--- src/hw/rtl/line_angle_from_endpoints_defines.svh ---
// ----------------------------------------------------------------------------
// line_angle_from_endpoints_defines
// assertion macros shared by the line angle rtl, clocked on clk and
// disabled while arst_n is low
// ----------------------------------------------------------------------------
`ifndef LINE_ANGLE_FROM_ENDPOINTS_DEFINES_SVH
`define LINE_ANGLE_FROM_ENDPOINTS_DEFINES_SVH

// same-cycle implication
`define LAFE_ASSERT_IMP(lbl, ante, cons, msg) \
	lbl: assert property (@(posedge clk) disable iff (!arst_n) (ante) |-> (cons)) \
		else $error(msg);

// next-cycle implication
`define LAFE_ASSERT_NXT(lbl, ante, cons, msg) \
	lbl: assert property (@(posedge clk) disable iff (!arst_n) (ante) |=> (cons)) \
		else $error(msg);

`endif

--- src/hw/rtl/lafe_pkg.sv ---
// ----------------------------------------------------------------------------
// lafe_pkg
// widths, angle table, shared types and the micro-rotation function of the
// line angle pipeline
// ----------------------------------------------------------------------------
package lafe_pkg;

	// field widths
	localparam int COORD_BITS = 16;
	localparam int ANGLE_BITS = 16;

	// rotation engine sizing
	localparam int STEPS    = 31;
	localparam int STEP_IW  = $clog2(STEPS);
	localparam int Z_FRAC   = 31;
	localparam int XW       = 64;
	localparam int ZW       = Z_FRAC + 2;
	localparam int DW       = COORD_BITS + 1;
	localparam int SCALE_SH = 60 - COORD_BITS;

	// pi/2 in angle accumulator units
	localparam logic signed [ZW-1:0] Z_QUARTER = ZW'(1) << (Z_FRAC - 1);

	// atan(2^-i) in units of pi / 2^31
	localparam logic [Z_FRAC-1:0] ATAN_TAB [STEPS] = '{
		31'd536870912, 31'd316933406, 31'd167458907, 31'd85004756,
		31'd42667331,  31'd21354465,  31'd10679838,  31'd5340245,
		31'd2670163,   31'd1335087,   31'd667544,    31'd333772,
		31'd166886,    31'd83443,     31'd41722,     31'd20861,
		31'd10430,     31'd5215,      31'd2608,      31'd1304,
		31'd652,       31'd326,       31'd163,       31'd81,
		31'd41,        31'd20,        31'd10,        31'd5,
		31'd3,         31'd1,         31'd1
	};

	// how the angle of a word is found
	typedef enum logic [1:0] {
		KIND_ROT,
		KIND_VERT,
		KIND_HORIZ
	} kind_t;

	// control that travels with each word
	typedef struct packed {
		logic  valid;
		kind_t kind;
	} tag_t;

	// rotation vector and angle accumulator
	typedef struct packed {
		logic signed [XW-1:0] x;
		logic signed [XW-1:0] y;
		logic signed [ZW-1:0] z;
	} vec_t;

	// one vectoring micro-rotation, driving y toward zero
	function automatic vec_t cordic_step(input vec_t v, input int i);
		vec_t                 r;
		logic signed [XW-1:0] xv;
		logic signed [XW-1:0] yv;
		logic signed [XW-1:0] xs;
		logic signed [XW-1:0] ys;
		logic signed [ZW-1:0] t;
		logic [STEP_IW-1:0]   idx;
		idx = STEP_IW'(i);
		xv  = v.x;
		yv  = v.y;
		xs  = xv >>> i;
		ys  = yv >>> i;
		t   = {{(ZW - Z_FRAC){1'b0}}, ATAN_TAB[idx]};
		if (!yv[XW-1]) begin
			r.x = xv + ys;
			r.y = yv - xs;
			r.z = v.z + t;
		end else begin
			r.x = xv - ys;
			r.y = yv + xs;
			r.z = v.z - t;
		end
		return r;
	endfunction

endpackage

--- src/hw/rtl/lafe_out.sv ---
// ----------------------------------------------------------------------------
// lafe_out
// angle clamp and rounding, output register and one-word skid buffer
// ----------------------------------------------------------------------------
`include "line_angle_from_endpoints_defines.svh"

module lafe_out (
	input  logic                                 clk,
	input  logic                                 arst_n,
	input  lafe_pkg::tag_t                       tail_tag,
	input  logic signed [lafe_pkg::ZW-1:0]       tail_z,
	output logic                                 adv,
	output logic                                 angle_valid,
	input  logic                                 angle_stall,
	output logic [lafe_pkg::ANGLE_BITS-1:0]      line_angle
);
	import lafe_pkg::*;

	logic [Z_FRAC-1:0]     zc;
	logic [ANGLE_BITS-1:0] rnd;
	logic [ANGLE_BITS-1:0] res;

	logic                  out_v_q;
	logic [ANGLE_BITS-1:0] out_d_q;
	logic                  sk_v_q;
	logic [ANGLE_BITS-1:0] sk_d_q;

	logic                  out_held;

	// clamp accumulator to [0, 2^31 - 1]
	always_comb begin
		if (tail_z[ZW-1]) begin
			zc = '0;
		end else if (|tail_z[ZW-2:Z_FRAC]) begin
			zc = '1;
		end else begin
			zc = tail_z[Z_FRAC-1:0];
		end
	end

	// scale to the output width, round half up, saturate below pi
	if (ANGLE_BITS > Z_FRAC) begin : g_widen
		assign rnd = {zc, {(ANGLE_BITS - Z_FRAC){1'b0}}};
	end else if (ANGLE_BITS == Z_FRAC) begin : g_same
		assign rnd = zc;
	end else begin : g_narrow
		localparam int SH = Z_FRAC - ANGLE_BITS;
		logic [Z_FRAC:0]       sum;
		logic [ANGLE_BITS:0]   top;
		assign sum = {1'b0, zc} + ((Z_FRAC + 1)'(1) << (SH - 1));
		assign top = sum[Z_FRAC:SH];
		assign rnd = top[ANGLE_BITS] ? '1 : top[ANGLE_BITS-1:0];
	end

	always_comb begin
		case (tail_tag.kind)
			KIND_VERT:  res = ANGLE_BITS'(1) << (ANGLE_BITS - 1);
			KIND_HORIZ: res = '0;
			KIND_ROT:   res = rnd;
			default:    res = rnd;
		endcase
	end

	// pipeline moves whenever the skid stage is empty
	assign adv = !sk_v_q;

	// output and skid valid bits
	always_ff @(posedge clk or negedge arst_n) begin
		if (!arst_n) begin
			out_v_q <= 1'b0;
			sk_v_q  <= 1'b0;
		end else if (sk_v_q) begin
			if (!angle_stall) begin
				sk_v_q <= 1'b0;
			end
		end else if (!out_v_q || !angle_stall) begin
			out_v_q <= tail_tag.valid;
		end else if (tail_tag.valid) begin
			sk_v_q <= 1'b1;
		end
	end

	// output and skid words
	always_ff @(posedge clk) begin
		if (sk_v_q) begin
			if (!angle_stall) begin
				out_d_q <= sk_d_q;
			end
		end else if (!out_v_q || !angle_stall) begin
			out_d_q <= res;
		end else begin
			sk_d_q <= res;
		end
	end

	assign angle_valid = out_v_q;
	assign line_angle  = out_d_q;

	// output word waiting on the receiver
	assign out_held = out_v_q && angle_stall;

	`LAFE_ASSERT_IMP(a_skid_needs_out, sk_v_q, out_v_q, "skid full with output empty")
	`LAFE_ASSERT_NXT(a_skid_catch, adv && tail_tag.valid && out_held, sk_v_q, "tail word lost")
	`LAFE_ASSERT_NXT(a_skid_drain, sk_v_q && !angle_stall, !sk_v_q && out_v_q, "skid word stuck")

endmodule

--- config.mk ---
export PLATFORM = sky130hd
export DESIGN_NAME = lafe_out
export DESIGN_NICKNAME = d
export VERILOG_FILES = /design/src/hw/rtl/lafe_pkg.sv /design/src/hw/rtl/lafe_out.sv
export VERILOG_INCLUDE_DIRS = /design/src /design/src/hw/rtl
export SDC_FILE = /design/constraint.sdc
export NUM_CORES = 1
export LEC_CHECK = 0
export BUFFER_PORTS_ARGS = -buffer_cell sky130_fd_sc_hd__buf_2
export CORE_ASPECT_RATIO = 0.75
export CORE_MARGIN = 5
export CORE_UTILIZATION = 50
export CTS_CLUSTER_DIAMETER = 80
export DETAILED_ROUTE_END_ITERATION = 7
export HOLD_SLACK_MARGIN = 0.03
export PLACE_DENSITY = 0.78
export SYNTH_ARGS = -nofsm -noshare
export SYNTH_HDL_FRONTEND = slang
export SYNTH_SLANG_ARGS = --single-unit
--- constraint.sdc ---
create_clock -name clk -period 6.2 [get_ports clk]
set_input_delay 0.93 -clock clk [delete_from_list [all_inputs] [get_ports clk]]
set_output_delay 0.93 -clock clk [all_outputs]
set_load 0.01 [all_outputs]
# Word level (Yosys, flattened, before mapping)
# Index checks and enable logic that the tools add are counted.
# W data, S select, Z words.
# word_totals
elab_cells	29
reg_bits	34
# op_classes
muxes	11
n_reduce_logical	8
n_eq_ne	3
bitwise_logic	2
n_addsub	1
# ops
operator	count
$mux W16	4
$mux W31	2
$add A31 B15 Y32 const B	1
$pmux W16 S2	1
$reduce_and A2 Y1	3
$mux W1	4
$logic_not A1 Y1	3
$eq A2 B1 Y1 const B	1
$eq A2 B2 Y1 const B	1
$ne A2 B2 Y1 const B	1
$not A1 Y1	2
$reduce_bool A2 Y1	1
$logic_or A1 B1 Y1	1

# Longest topological paths before layout
# depth
ltp_word	7
depth_mapped	10

# Least setup slack after synthesis
# OpenSTA, ideal clock, no wires.
# synth_path
path_type	input-to-reg
startpoint	in tail_z[31] (netlist bit)
endpoint	reg out_d_q[15], in the netlist line_angle[15], data pin
arrival_ns	2.706
slack_ns	3.342
cell_stages	10
setup_ns	0.152
t_required_ns	6.048
n_path_buf	2
path_cell_list	buf_6 -> clkbuf_1 -> nor2_1 -> nor2_1 -> ha_1 -> nand2b_1 -> nor3b_1 -> a311o_1 -> o311ai_0 -> a31oi_1
# synth_between
elab_chain_cells	7
# synth_rtl
element	line	text
start: declaration	lafe_out.sv:11	input logic signed [lafe_pkg::ZW-1:0] tail_z,
$mux W31	lafe_out.sv:34	end else if (|tail_z[ZW-2:Z_FRAC]) begin
$mux W31	lafe_out.sv:32	if (tail_z[ZW-1]) begin
$add A31 B15 Y32	lafe_out.sv:50	assign sum = {1'b0, zc} + ((Z_FRAC + 1)'(1) << (SH - 1));
$mux W16	lafe_out.sv:52	assign rnd = top[ANGLE_BITS] ? '1 : top[ANGLE_BITS-1:0];
$pmux W16 S2	lafe_out.sv:56	case (tail_tag.kind)
$mux W16	lafe_out.sv:89	end else if (!out_v_q || !angle_stall) begin
$mux W16	lafe_out.sv:85	if (sk_v_q) begin
end signal: assignment	lafe_out.sv:87	out_d_q <= sk_d_q;
end signal: assignment	lafe_out.sv:90	out_d_q <= res;
end: declaration	lafe_out.sv:24	logic [ANGLE_BITS-1:0] out_d_q;
# Every way passes these cells. The select of a mux whose other input is x is not followed.
# A chain may end at the register's enable or synchronous reset.

# Worst setup path after layout
# Ends and elaborated chain as after synthesis.

==> metrics.cfg <==
[run_status]
status=finished, final reports clean

[worst_setup_path]
r2r_cells=2
critPathSlowestCell=nor3b_1
r2r_start=sk_v_q
cp-endpoint=line_angle[15]
ff2ff_setup_slack_ns=4.20
arrival_ns=3.16
timing.critical_path.from=tail_z[31]
crit_cells=9
required_ns=6.32
worstSetupEndpointType=flop
cp_top_family=simple AND/OR/NAND/NOR gates
crit_fanout=23
path_common_cell=nor2_1
path_class=input port to flop
critPathLaunchType=input port
r2r_end=sk_d_q[14]
crit_chain=buf_2 -> nor2_1 -> nor2_1 -> ha_1 -> nand2b_1 -> nor3b_1 -> a311o_1 -> o311ai_0 -> a31oi_1
crit_buf_inv=1
slowest_delay_ns=0.58

[synth]
synth.distinct_cells=50
syn_inst=183
synth-seq-area-share_pct=51.86
synth_top_family_by_area=simple AND/OR/NAND/NOR gates
synthXorXnorAreaFrac_pct=3.145
yosys.area.top_type=edfxtp_1
yosys_warnings=0
muxShareOfSynthArea_pct=4.621
ys_seq_elements=34
synth-compound-area-share_pct=15.92
yosys.area_share.simple_pct=19.77
synth_area_leaders=edfxtp_1 (49%), nor2_1 (3.7%), a21oi_1 (3.6%), o21ai_0 (3.1%), nand2_1 (2.9%)
synthesis.nets=224
synth_top_area_share_pct=49.29
syn_area_mm2=0.001949
avgSynthCellArea_um2=10.65
synthAdderAreaFrac_pct=1.284

[clock_network]
htreeDepth=2
ctsHoldBuffers=0
path_clk_slew_ns=0.07
worstSkewPairLatency_ns=0.28
cts_root_buf=clkbuf_8
cts_max_path_buffers=2
clock_sinks=34
cts_buffers=5
cts_setup_buffers=0
post_cts_resized=0
cts_tree=done

[floorplan]
die_w_um=82.10
ios=57
rows=19
start_util_pct=52.56
dieArea_mm2=0.005261
core_mm2=0.003709
fp.dieH_um=64.08

[timing]
maxSlewViolCount=0
max_slew_margin_pct=47.69
fin_crit_sh_pct=48.97
fin_ws_ns=3.164
rsz0062_at_grt=no
finalCriticalPeriod_ns=3.036
setup_viol=0
hold_viol=0
fin_tns_setup_ns=0
finClkSkew_ns=0.006770
max_freq_mhz=329.3
tightest_slew_ns=0.7847

[drt]
drt_iter0_drc=242
final_antenna_net_count=0
vias_per_cell=5.821
dr.pass1.iters=5
wire_per_inst_um=16.57
drc_errors=0
postRouteWirelength_um=4624
vias=1624

[final_layout]
fillers=317
final_cell_mix=buf_2 (42), edfxtp_1 (32), nor2_1 (19)
insertedDiodeCount=0
layout_commonest_cell=buf_2
drive_gt1_share_pct=27.31
syn_to_final_growth_pct=16.50
fin_cells=279
final_nets=267

[grt]
grt_max_degree=24
grt_pass1_wl_um=7334
grtUsageTotal_pct=18.32
grt_pass1_vias=1470
grt-ovfl-total=0
antenna_found_initial=0

[placement]
portBuffers=42
dpl.hpwl_um=3451
pre_cts_slack_ns=2.948
routabilityCongestion=0.8694
post-place-cells=271

[hold_path]
hold_class=input port to async pin

[pwr]
p_per_area_mw_per_mm2=246.3
peakVddDrop_mv=0.1768
design_power_total_uw=559.4
power.leakage_uw=0.0008991

[job]
drv_cap=0

cells in the mapped netlist, drive strengths merged:
| library cell | count |
|---|---|
| edfxtp | 32 |
| nor2 | 19 |
| nand2 | 15 |
| a21oi | 14 |
| o21ai | 12 |
| clkbuf | 6 |
| inv | 6 |
| nand3 | 6 |
| mux2 | 5 |
| nand4 | 5 |
| nor3 | 5 |
| a22o | 4 |
| and4 | 4 |
| xor2 | 4 |
| a31oi | 3 |
| and2 | 3 |
| mux2i | 3 |
| xnor2 | 3 |
| a22oi | 2 |
| dfrtp | 2 |
| ha | 2 |
| nor3b | 2 |
| nor4 | 2 |
| o311a | 2 |
| o31ai | 2 |
| or4 | 2 |
| a211o | 1 |
| a21boi | 1 |
| a21o | 1 |
| a311o | 1 |
| a41oi | 1 |
| and2b | 1 |
| and3 | 1 |
| buf | 1 |
| nand2b | 1 |
| nand3b | 1 |
| nand4bb | 1 |
| nor2b | 1 |
| o21a | 1 |
| o22ai | 1 |
| o311ai | 1 |
| o31a | 1 |
| or2 | 1 |
| or3 | 1 |
metrics by stage:
step | utilization [%] | cell area, um^2 | hold WS [ns]
4_1_cts | 61.23 | 2271 | 0.4172
6_report | 61.23 | 2271 | 0.4267
3_3_place_gp | 59.01 | 2188 | 0.5080
2_1_floorplan | - | 1949 | 0.4984
3_5_place_dp | 59.01 | 2188 | 0.5138
5_1_grt | 61.23 | 2271 | 0.4068
flip-flops by register name, summed over array words and instances (netlist names):
| signal | count |
|---|---|
| line_angle | 16 |
| sk_d_q | 16 |
| angle_valid | 1 |
| sk_v_q | 1 |
worst min-delay path by stage:
stage | endpoint | slack [ns] | cells past startpoint
floorplan | line_angle[8] | 0.50 | 2
global placement | line_angle[8] | 0.51 | 2
detailed placement | line_angle[8] | 0.51 | 2
CTS | angle_valid | 0.42 | 1
global route | angle_valid | 0.41 | 1
finish | angle_valid | 0.43 | 1
layout make-up:
cell class | count | area (um^2) | share of cell area, %
Multi-Input combinational cell | 136 | 872.1 | 38.40
Clock inverter | 2 | 10.01 | 0.4408
Timing Repair Buffer | 43 | 217.7 | 9.587
Clock buffer | 6 | 72.57 | 3.196
Inverter | 6 | 22.52 | 0.9917
Sequential cell | 34 | 1011 | 44.52
Tap cell | 52 | 65.06 | 2.865
per-layer routing:
metal,wire length (um),track usage [%],up-vias,share of wire [%]
met4,41,4.772,0,0.89
met2,2144,26.11,67,46
met1,2084,27.29,767,45
met3,354,5.197,6,7.7
li1,-,-,784,-
met5,0,0,-,0
logic make-up after synthesis:
logic type	count (synthesis)
muxes	8
adders and majority gates	2
and+or+nand+nor	71
buffers and inverters	13
DFF	34
xor gates and xnor gates	7
AOI/OAI and AO/OA	48
where the power goes:
group	switching, uW	internal (uW)	leakage [uW]
Clock	74.4	77.7	0.0000450
Sequential	10.0	286	0.000346
Combinational	68.3	43.3	0.000508
Total	153	407	0.000899
Power figures use the tool's default switching activity.
