## src/hw/rtl/line_angle_from_endpoints_defines.svh

```systemverilog
// ----------------------------------------------------------------------------
// line_angle_from_endpoints_defines
// assertion macros shared by the line angle rtl, clocked on clk and
// disabled while arst_n is low
// ----------------------------------------------------------------------------
`ifndef LINE_ANGLE_FROM_ENDPOINTS_DEFINES_SVH
`define LINE_ANGLE_FROM_ENDPOINTS_DEFINES_SVH

// same-cycle implication
`define LAFE_ASSERT_IMP(lbl, ante, cons, msg) \
	lbl: assert property (@(posedge clk) disable iff (!arst_n) (ante) |-> (cons)) \
		else $error(msg);

// next-cycle implication
`define LAFE_ASSERT_NXT(lbl, ante, cons, msg) \
	lbl: assert property (@(posedge clk) disable iff (!arst_n) (ante) |=> (cons)) \
		else $error(msg);

`endif

```

## src/hw/rtl/lafe_pkg.sv

```systemverilog
// ----------------------------------------------------------------------------
// lafe_pkg
// widths, angle table, shared types and the micro-rotation function of the
// line angle pipeline
// ----------------------------------------------------------------------------
package lafe_pkg;

	// field widths
	localparam int COORD_BITS = 16;
	localparam int ANGLE_BITS = 16;

	// rotation engine sizing
	localparam int STEPS    = 31;
	localparam int STEP_IW  = $clog2(STEPS);
	localparam int Z_FRAC   = 31;
	localparam int XW       = 64;
	localparam int ZW       = Z_FRAC + 2;
	localparam int DW       = COORD_BITS + 1;
	localparam int SCALE_SH = 60 - COORD_BITS;

	// pi/2 in angle accumulator units
	localparam logic signed [ZW-1:0] Z_QUARTER = ZW'(1) << (Z_FRAC - 1);

	// atan(2^-i) in units of pi / 2^31
	localparam logic [Z_FRAC-1:0] ATAN_TAB [STEPS] = '{
		31'd536870912, 31'd316933406, 31'd167458907, 31'd85004756,
		31'd42667331,  31'd21354465,  31'd10679838,  31'd5340245,
		31'd2670163,   31'd1335087,   31'd667544,    31'd333772,
		31'd166886,    31'd83443,     31'd41722,     31'd20861,
		31'd10430,     31'd5215,      31'd2608,      31'd1304,
		31'd652,       31'd326,       31'd163,       31'd81,
		31'd41,        31'd20,        31'd10,        31'd5,
		31'd3,         31'd1,         31'd1
	};

	// how the angle of a word is found
	typedef enum logic [1:0] {
		KIND_ROT,
		KIND_VERT,
		KIND_HORIZ
	} kind_t;

	// control that travels with each word
	typedef struct packed {
		logic  valid;
		kind_t kind;
	} tag_t;

	// rotation vector and angle accumulator
	typedef struct packed {
		logic signed [XW-1:0] x;
		logic signed [XW-1:0] y;
		logic signed [ZW-1:0] z;
	} vec_t;

	// one vectoring micro-rotation, driving y toward zero
	function automatic vec_t cordic_step(input vec_t v, input int i);
		vec_t                 r;
		logic signed [XW-1:0] xv;
		logic signed [XW-1:0] yv;
		logic signed [XW-1:0] xs;
		logic signed [XW-1:0] ys;
		logic signed [ZW-1:0] t;
		logic [STEP_IW-1:0]   idx;
		idx = STEP_IW'(i);
		xv  = v.x;
		yv  = v.y;
		xs  = xv >>> i;
		ys  = yv >>> i;
		t   = {{(ZW - Z_FRAC){1'b0}}, ATAN_TAB[idx]};
		if (!yv[XW-1]) begin
			r.x = xv + ys;
			r.y = yv - xs;
			r.z = v.z + t;
		end else begin
			r.x = xv - ys;
			r.y = yv + xs;
			r.z = v.z - t;
		end
		return r;
	endfunction

endpackage

```

## src/hw/rtl/lafe_prep.sv

```systemverilog
// ----------------------------------------------------------------------------
// lafe_prep
// first two pipeline stages: endpoint differences, special-case detection,
// canonical ordering, quadrant pre-rotation and fixed-point scaling
// ----------------------------------------------------------------------------
`include "line_angle_from_endpoints_defines.svh"

module lafe_prep (
	input  logic                                clk,
	input  logic                                arst_n,
	input  logic                                adv,
	input  logic                                word_valid,
	input  logic signed [lafe_pkg::COORD_BITS-1:0] start_x,
	input  logic signed [lafe_pkg::COORD_BITS-1:0] start_y,
	input  logic signed [lafe_pkg::COORD_BITS-1:0] end_x,
	input  logic signed [lafe_pkg::COORD_BITS-1:0] end_y,
	output lafe_pkg::tag_t                      start_tag,
	output lafe_pkg::vec_t                      start_vec
);
	import lafe_pkg::*;

	logic                 valid_s1;
	logic signed [DW-1:0] dx_s1;
	logic signed [DW-1:0] dy_s1;

	tag_t tag_s2;
	vec_t vec_s2;

	logic                 dy_neg;
	logic signed [DW-1:0] ax;
	logic signed [DW-1:0] ay;
	logic signed [DW-1:0] xi;
	logic signed [DW-1:0] yi;
	tag_t                 tag_nxt;
	vec_t                 vec_nxt;

	logic                 rot_word_s2;
	logic                 start_first_quad;

	// stage 1: exact differences
	always_ff @(posedge clk or negedge arst_n) begin
		if (!arst_n) begin
			valid_s1 <= 1'b0;
		end else if (adv) begin
			valid_s1 <= word_valid;
		end
	end

	always_ff @(posedge clk) begin
		if (adv) begin
			dx_s1 <= {end_x[COORD_BITS-1], end_x} - {start_x[COORD_BITS-1], start_x};
			dy_s1 <= {end_y[COORD_BITS-1], end_y} - {start_y[COORD_BITS-1], start_y};
		end
	end

	// swap endpoints so dy is positive, then fold the left half-plane
	always_comb begin
		dy_neg = dy_s1[DW-1];
		ax     = dy_neg ? -dx_s1 : dx_s1;
		ay     = dy_neg ? -dy_s1 : dy_s1;
		if (ax[DW-1]) begin
			xi        = ay;
			yi        = -ax;
			vec_nxt.z = Z_QUARTER;
		end else begin
			xi        = ax;
			yi        = ay;
			vec_nxt.z = '0;
		end
		vec_nxt.x = {{(XW - DW){xi[DW-1]}}, xi} << SCALE_SH;
		vec_nxt.y = {{(XW - DW){yi[DW-1]}}, yi} << SCALE_SH;

		tag_nxt.valid = valid_s1;
		if (dx_s1 == '0) begin
			tag_nxt.kind = KIND_VERT;
		end else if (dy_s1 == '0) begin
			tag_nxt.kind = KIND_HORIZ;
		end else begin
			tag_nxt.kind = KIND_ROT;
		end
	end

	// stage 2: rotation start vector
	always_ff @(posedge clk or negedge arst_n) begin
		if (!arst_n) begin
			tag_s2 <= '0;
		end else if (adv) begin
			tag_s2 <= tag_nxt;
		end
	end

	always_ff @(posedge clk) begin
		if (adv) begin
			vec_s2 <= vec_nxt;
		end
	end

	assign start_tag = tag_s2;
	assign start_vec = vec_s2;

	// a word entering the rotations starts in the right half-plane, above the axis
	assign rot_word_s2      = tag_s2.valid && tag_s2.kind == KIND_ROT;
	assign start_first_quad = !vec_s2.x[XW-1] && !vec_s2.y[XW-1];

	`LAFE_ASSERT_IMP(a_start_quadrant, rot_word_s2, start_first_quad, "start vector off quadrant")

endmodule

```

## config.mk

```make
export PLATFORM = sky130hd
export DESIGN_NAME = lafe_prep
export DESIGN_NICKNAME = d
export VERILOG_FILES = /design/src/hw/rtl/lafe_pkg.sv /design/src/hw/rtl/lafe_prep.sv
export VERILOG_INCLUDE_DIRS = /design/src /design/src/hw/rtl
export SDC_FILE = /design/constraint.sdc
export NUM_CORES = 1
export LEC_CHECK = 0
export ABC_AREA = 1
export BUFFER_PORTS_ARGS = -buffer_cell sky130_fd_sc_hd__buf_2
export CAP_MARGIN = 25
export CORE_MARGIN = 2
export CORE_UTILIZATION = 55
export CTS_BUF_LIST = sky130_fd_sc_hd__clkbuf_8 sky130_fd_sc_hd__clkbuf_16
export CTS_CLUSTER_DIAMETER = 150
export DETAILED_ROUTE_END_ITERATION = 12
export MAX_ROUTING_LAYER = met4
export PLACE_DENSITY = 0.95
export SLEW_MARGIN = 10
export SYNTH_ARGS = -nofsm -noshare
export SYNTH_HDL_FRONTEND = slang
export SYNTH_SLANG_ARGS = --single-unit
```

## constraint.sdc

```tcl
create_clock -name clk -period 4.08 [get_ports clk]
set_clock_uncertainty 0.2 [all_clocks]
set_input_delay 0.816 -clock clk [delete_from_list [all_inputs] [get_ports clk]]
set_output_delay 0.816 -clock clk [all_outputs]
set_load 0.1 [all_outputs]
```

## Word level (Yosys, flattened, before mapping)

Index checks and enable logic that the tools add are counted.

- $add $sub $neg: 5
- Reduce and logical (&&, ||, !) cells: 2
- Muxes and demuxes: 7

Operator list:

| cell | number |
|---|---|
| two-way mux 17 bit | 4 |
| negator 17 bit | 3 |
| zero test 17 bit | 2 |
| subtractor 16 x 16 -> 17 bit | 2 |
| two-way mux 31 bit | 1 |
| two-way mux 2 bit | 2 |

- Word-level logic and storage cells: 22
- Bits of input ports: 68
- Register bits after elaboration: 105
- Output and inout port bits: 164

## Depth between registers and ports, before layout

Gate-level depths: netlist of run 1.

- Word-level depth: 4
- Depth in mapped cells: 15
- Depth with buffers taken out: 15

## Worst setup path after synthesis of run 1

No wires, ideal clock.

- Kind: input to register
- Start: input end_y[0] (netlist name)
- End: register dy_s1[14] (data pin)
- Setup slack: 1150 ps
- Setup time: 252 ps
- Arrival time: 2478 ps
- Stages: 12
- Path through: inv_1 -> ha_1 -> fa_1 -> nand3b_1 -> nand2_1 -> a21oi_1 -> o21ai_0 -> nand3_1 -> nand2_1 -> nand3_1 -> nand3_1 -> nand2_1

- Longest elaborated chain between the ends: 1

RTL lines:

| item | line | RTL |
|---|---|---|
| from (decl) | lafe_prep.sv:16 | `input logic signed [lafe_pkg::COORD_BITS-1:0] end_y,` |
| subtractor 16 x 16 -> 17 bit | lafe_prep.sv:52 | `dy_s1 <= {end_y[COORD_BITS-1], end_y} - {start_y[COORD_BITS-1], start_y};` |
| to (signal assigned) | lafe_prep.sv:52 |  |
| to (decl) | lafe_prep.sv:24 | `logic signed [DW-1:0] dy_s1;` |

No other way between the ends.
A chain may end at the register's enable or synchronous reset.

==> results of run 1 <==
## kinds of logic (layout without fill, tap and decap cells)
family,after synthesis,count (layout),synth area share
other,1,121,0.000604
AO/OA/AOI/OAI,98,98,0.0879
AND/OR/NAND/NOR,284,284,0.194
buffers and inverters,242,234,0.226
flip-flops,73,73,0.350
adder cells (fa/ha/maj),37,37,0.0770
XOR/XNOR,46,46,0.0649
## power groups by stage
stage	sequential (mW)	clock (mW)	combinational, mW
2_1_floorplan	1.68	0	1.20
3_3_place_gp	1.10	0	1.94
3_5_place_dp	1.11	0	1.97
4_1_cts	1.09	0.693	1.98
5_1_grt	1.11	0.725	2.13
6_report	1.09	0.686	1.99
## metal layers
metal	global-route usage	share of wire	vias up
li1	-	-	2510
met2	0.330	0.49	239
met5	-	0	-
met3	0.0482	0.072	43
met1	0.250	0.40	2243
met4	0.108	0.040	0
## cell usage after synthesis, types with 2 or more instances
library cell / number
a21o_1: 6
dfrtp_1: 4
nor2_1: 44
a31oi_1: 8
xnor2_1: 17
buf_4: 126
inv_2: 6
o21bai_1: 2
ha_1: 35
nand3_1: 46
o211ai_1: 2
nand2_1: 160
o21ai_0: 39
o21ai_1: 6
o31ai_1: 2
inv_1: 97
a211oi_1: 3
edfxtp_1: 69
fa_1: 2
nand2_2: 3
buf_6: 2
a21oi_1: 27
nor3_1: 7
buf_2: 3
nand4_1: 12
clkbuf_1: 6
xor2_1: 29
nand3b_1: 2
nor2_2: 8
## worst paths after layout
kind	start	endpoint	slack, ps	cells past startpoint
max	dx_s1[0]	start_vec[93]	930	12
min	arst_n	start_tag[2]	70	1
max reg2reg	dx_s1[0]	start_vec[93]	930	12
min reg2reg	start_tag[1]	start_tag[1]	340	2
max in group asynchronous	arst_n	start_tag[1]	3500	1
min in group clk	start_tag[1]	start_tag[1]	340	2
## state kept, by name, summed over array words and instances, names as in the netlist
name       flops
start_vec     35
start_tag      3
dy_s1         17
dx_s1         17
valid_s1       1
## worst reg2reg max path: cells and delay by family, from the launching register on
family                     cells  cell delay [ps]
adders and majority gates      2              530
buffers and inverters          2              620
DFF                            1              400
and+or+nand+nor                7              950
AOI/OAI and AO/OA              1              200
## metrics by stage
step / worst slack, ps / instances / hold slack, ps / util
floorplan: 1150 / 900 / 289 / -
finish: 935 / 1033 / 72.5 / 0.611
detailed placement: 834 / 1016 / 336 / 0.586
CTS: 969 / 1032 / 72.9 / 0.610
global route: 594 / 1033 / 75.5 / 0.611
global placement: 891 / 1016 / 302 / 0.586
## cell type report
type                    instances  share of cell area
diodes                          1            0.000375
well taps                     140              0.0262
clock inverters                 6             0.00356
repair buffers                114              0.0885
flip-flops and latches         73               0.325
inverters                     104              0.0585
multi-input cells             585               0.462
clock buffers                  10              0.0358
==> impl_metrics.tcl, run 1 <==
set metrics [dict create \
    yosysTopAreaCell "edfxtp_1" \
    crit_type "register to register" \
    htreeDepth 3 \
    rows 38 \
    mostFrequentLayoutCells "nand2_1 (160), conb_1 (120), buf_2 (111)" \
    period_share 0.771 \
    hold_viol_final 0 \
    synth_area_um2 6210 \
    syn_to_final_growth_pct 7.54 \
    overflow 0 \
    wire_per_inst_um 12.0 \
    first_pass_iters 7 \
    final_common_cell "nand2_1" \
    drtIter0Drc 300 \
    seq_area_um2 2170 \
    tightest_slew_ps 823 \
    relSlewSlack 0.451 \
    grt_pass1_wl_um 19400 \
    power.total_mw 3.77 \
    path_clk_slew_ps 50 \
    final_nets 992 \
    pwr-share-seq 0.290 \
    synth_top_area_frac 0.334 \
    slowest_delay_ps 490 \
    dpl_cell_area_um2 6410 \
    drcViolationCount 0 \
    p_per_area_nw_per_um2 565 \
    cts_tree "done" \
    setup_viol 0 \
    finalMaxSlewViolations 0 \
    max_cap_viol_count 0 \
    portBuffers 111 \
    synth_top_cells_by_area "edfxtp_1 (33%), buf_4 (15%), nand2_1 (9.7%), ha_1 (7.1%), inv_1 (5.9%)" \
    antenna_found_initial 1 \
    cts_resized 0 \
    cts_buffers 9 \
    required_ps 3970 \
    max_freq_mhz 318 \
    cts_hold_buf 0 \
    path_cells "inv_1 > ha_1 > nand2_1 > nor2_1 > nand3_1 > nor4_1 > ha_1 > o21a_1 > inv_1 > nor2_1 > nand4_1 > nand2_1" \
    cpMaxStageDelayCell "inv_1" \
    ys.flop_type "edfxtp_1" \
    dieHeight_um 110 \
    leakagePower_nw 3.52 \
    cts_root_buf "clkbuf_16" \
    vias_per_cell 4.87 \
    crit_family "simple AND/OR/NAND/NOR gates" \
    synth_area_per_cell_um2 7.95 \
    clk_latency_ps 330 \
    die_w_um 110 \
    clock_sinks 73 \
    ys_types 37 \
    dp.final_hpwl_um 10000 \
    yosysWarnings 0 \
    setup.worst_path.end_class "register" \
    core_area_um2 10900 \
    crit_path_max_fanout 22 \
    async_flop_share 0.0548 \
    synth-edff-count 69 \
    worstPathArrival_ps 3030 \
    status "completed" \
    die_area_um2 12200 \
    fill_cells 931 \
    syn-instance-count 781 \
    vias 5035 \
    post-route-min-period_ps 3150 \
    grt_pass1_vias 4426 \
    antenna_left 0 \
    p_switching_mw 1.99 \
    seq_area_frac_synth 0.350 \
    place_congestion 0.912 \
    pin_count 232 \
    pwr-share-comb 0.528 \
    grt_max_degree 47 \
    start_util 0.568 \
    setup_tns_ps 0 \
    routed_wl_um 12400 \
    final_cell_area_um2 6680 \
    hold_class "input pin to async pin" \
    p_clk_frac 0.182 \
    drive_gt1_frac 0.160 \
    timing.critical_path.buf_inv 2 \
    post-cts-setup-buffers 0 \
    rsz0062_at_grt "false" \
    startpoint_type "register" \
    vdd_drop_max_v 0.000420 \
    grt_util_all_layers 0.209 \
    multiInputGateArea_um2 3080 \
    internal_power_mw 1.78 \
    clk_path_buf_depth 2 \
    p_sw_frac 0.528 \
    ys_ff_latch 73 \
]
Power figures use the tool's default switching activity.
==> run 2, diff against run 1 <==
--- a/config.mk
+++ b/config.mk
@@ -6,16 +6,16 @@
 export SDC_FILE = /design/constraint.sdc
 export NUM_CORES = 1
 export LEC_CHECK = 0
-export ABC_AREA = 1
+export ABC_AREA = 0
 export BUFFER_PORTS_ARGS = -buffer_cell sky130_fd_sc_hd__buf_2
 export CAP_MARGIN = 25
 export CORE_MARGIN = 2
-export CORE_UTILIZATION = 55
+export CORE_UTILIZATION = 46
 export CTS_BUF_LIST = sky130_fd_sc_hd__clkbuf_8 sky130_fd_sc_hd__clkbuf_16
 export CTS_CLUSTER_DIAMETER = 150
 export DETAILED_ROUTE_END_ITERATION = 12
 export MAX_ROUTING_LAYER = met4
-export PLACE_DENSITY = 0.95
+export PLACE_DENSITY = 0.86
 export SLEW_MARGIN = 10
 export SYNTH_ARGS = -nofsm -noshare
 export SYNTH_HDL_FRONTEND = slang
==> constraint.sdc (replaced) <==
create_clock -name clk -period 2.6 [get_ports clk]
set_clock_uncertainty 0.2 [all_clocks]
set_input_delay 0.52 -clock clk [delete_from_list [all_inputs] [get_ports clk]]
set_output_delay 0.52 -clock clk [all_outputs]
set_load 0.1 [all_outputs]
==> run 2 against run 1 <==
Net effect:
- the flow now finishes with violations (setup timing)
- critical path type unchanged
- count of clock-buffer cells in the layout shrank 1
- cell count shrank 2.3%
- sequential power grew 53%
- critical path depth shrank 2
- synthesized area down 0.26%
- worst setup slack got worse by 1200 ps
- die area increased by 19%
==> impl_metrics.tcl, run 2 <==
set metrics [dict create \
    status "finished, violations left" \
    violations "setup timing" \
    pwr-share-comb 0.529 \
    seq_area_um2 2170 \
    setup_tns_ps -5860 \
    hold_viol_final 0 \
    vias 4795 \
    timing.critical_path.buf_inv 2 \
    mostFrequentLayoutCells "conb_1 (120), buf_2 (111), buf_4 (79)" \
    antenna_left 0 \
    multiInputGateArea_um2 3460 \
    synthTopCellsByCount "buf_4 (127), edfxtp_1 (69), inv_1 (52)" \
    cts_tree "done" \
    drtIter0Drc 313 \
    timing.hold.ws_ps 210 \
    final_cell_area_um2 7580 \
    crit_path_max_fanout 5 \
    instances_no_fill 1009 \
    htreeDepth 3 \
    max_freq_mhz 351 \
    crit_family "simple AND/OR/NAND/NOR gates" \
    synth_top_area_frac 0.335 \
    synth_area_um2 6190 \
    rrSetupSlack_ps -250 \
    path_cells "inv_4 > ha_4 > or3b_4 > a221oi_4 > buf_4 > nor4b_4 > and3_4 > nand3_2 > or3_1 > a31oi_1" \
    dp.final_hpwl_um 10100 \
    cts_buffers 9 \
    grt_max_degree 75 \
    core_area_um2 13200 \
    pwr-share-seq 0.273 \
    startpoint_type "register" \
    setup.worst_path.end_class "register" \
    vdd_drop_max_v 0.000377 \
    syn_to_final_growth_pct 22.5 \
    relSlewSlack 0.664 \
    rr_endpoint "start_vec[92]" \
    portBuffers 111 \
    internal_power_mw 3.14 \
    rr_worst_depth 10 \
    ys_types 70 \
    setup_viol 35 \
    clk_latency_ps 340 \
    yosysWarnings 0 \
    start_util 0.469 \
    pin_count 232 \
    holdPathEnd "valid_s1" \
    grt_pass1_wl_um 20000 \
    final_common_cell "conb_1" \
    place_congestion 0.927 \
    holdPathStages 2 \
    cpMaxStageDelayCell "edfxtp_1" \
    tightest_slew_ps 500 \
    p_clk_frac 0.198 \
    synth-edff-count 69 \
    final_nets 933 \
    slowest_delay_ps 430 \
    die_area_um2 14400 \
    hold_path.startpoint "word_valid" \
    leakagePower_nw 3.53 \
    max_cap_viol_count 0 \
    fill_cells 1090 \
    period_share 1.10 \
    async_flop_share 0.0548 \
    clock_sinks 73 \
    synthMostInstantiatedCell "buf_4" \
    grt_pass1_vias 4387 \
    antenna_found_initial 0 \
    ys.flop_type "edfxtp_1" \
    cts_root_buf "clkbuf_16" \
    p_sw_frac 0.488 \
    seq_area_frac_synth 0.351 \
    rows 42 \
    yosysTopAreaCell "edfxtp_1" \
    reg2reg_from "dx_s1[0]" \
    worstPathArrival_ps 2830 \
    die_w_um 120 \
    crit_type "register to register" \
    rsz0062_at_grt "true" \
    dpl_cell_area_um2 7070 \
    vias_per_cell 4.75 \
    clk_path_buf_depth 2 \
    syn-instance-count 644 \
    largest_reg_flops 35 \
    overflow 0 \
    drcViolationCount 0 \
    ys_ff_latch 73 \
    diodes 0 \
    synth_top_cells_by_area "edfxtp_1 (33%), buf_4 (15%), ha_1 (7.1%), xnor2_1 (5.2%), xor2_1 (3.8%)" \
    drive_gt1_frac 0.324 \
    layout_setup_ws_ps -252 \
    finalMaxSlewViolations 0 \
    p_per_area_nw_per_um2 808 \
    place_inst 983 \
    synth_area_per_cell_um2 9.62 \
    p_switching_mw 2.99 \
    routed_wl_um 12800 \
    dieHeight_um 120 \
    power.total_mw 6.13 \
    grt_util_all_layers 0.178 \
    required_ps 2580 \
    post-route-min-period_ps 2850 \
    wire_per_inst_um 12.7 \
    hold_class "input pin to register" \
    first_pass_iters 4 \
    path_clk_slew_ps 60 \
]
[run 2: cell type report]
cell class / instances / share of cell area
multi-input cells: 496 / 0.456
inverters: 53 / 0.0292
clock buffers: 9 / 0.0297
clock inverters: 7 / 0.00924
repair buffers: 195 / 0.160
flip-flops and latches: 73 / 0.286
well taps: 176 / 0.0290
[run 2: per-stage QoR]
step / setup slack [ps] / utilization
floorplan: -233 / -
global placement: -263 / 0.536
detailed placement: -335 / 0.536
CTS: -228 / 0.569
global route: -343 / 0.575
finish: -252 / 0.575
[run 2: what timing repair did]
action | CTS | global route
hold endpoints to repair | 4 | 0
setup buffers | 7 | 2
pin swaps | 9 | 13
hold buffers | 1 | 0
resized for setup | 21 | 12
endpoints found under the setup margin | 35 | 38
[run 2: how the worst max path moves through the flow]
| stage | end | from | depth (start not counted) |
|---|---|---|---|
| after CTS | start_vec[92] | dx_s1[0] | 10 |
| after detailed placement | start_vec[93] | dx_s1[0] | 12 |
| after global routing | start_vec[90] | dx_s1[0] | 10 |
| after global placement | dy_s1[16] | end_y[0] | 11 |
| after floorplan | start_vec[87] | dx_s1[6] | 11 |
| final | start_vec[92] | dx_s1[0] | 10 |
[run 2: cell families (layout without fill, tap and decap cells)]
logic type	after synthesis	count (layout)	share of synthesized area
XOR/XNOR	65	65	0.0932
multiplexers	16	16	0.0265
AND/OR/NAND/NOR	139	139	0.115
AO/OA/AOI/OAI	119	119	0.138
other	1	120	0.000606
flip-flops	73	73	0.351
buffers and inverters	194	264	0.199
adder cells (fa/ha/maj)	37	37	0.0772
[run 2: layer usage]
layer,wire [um],global-route usage,up-vias,part of all wire
met1,5110,0.207,2201,0.40
met2,6490,0.301,183,0.51
met5,0,-,-,0
met4,475,0.0860,0,0.037
li1,-,-,2378,-
met3,709,0.0280,33,0.055
[run 2: power by group through the flow]
stage | clock [mW] | combinational [mW] | sequential (mW)
final | 1.22 | 3.24 | 1.67
after global placement | 0 | 3.05 | 1.69
after floorplan | 0 | 1.85 | 2.49
after global routing | 1.27 | 3.41 | 1.70
after detailed placement | 0 | 3.10 | 1.70
after CTS | 1.23 | 3.17 | 1.68
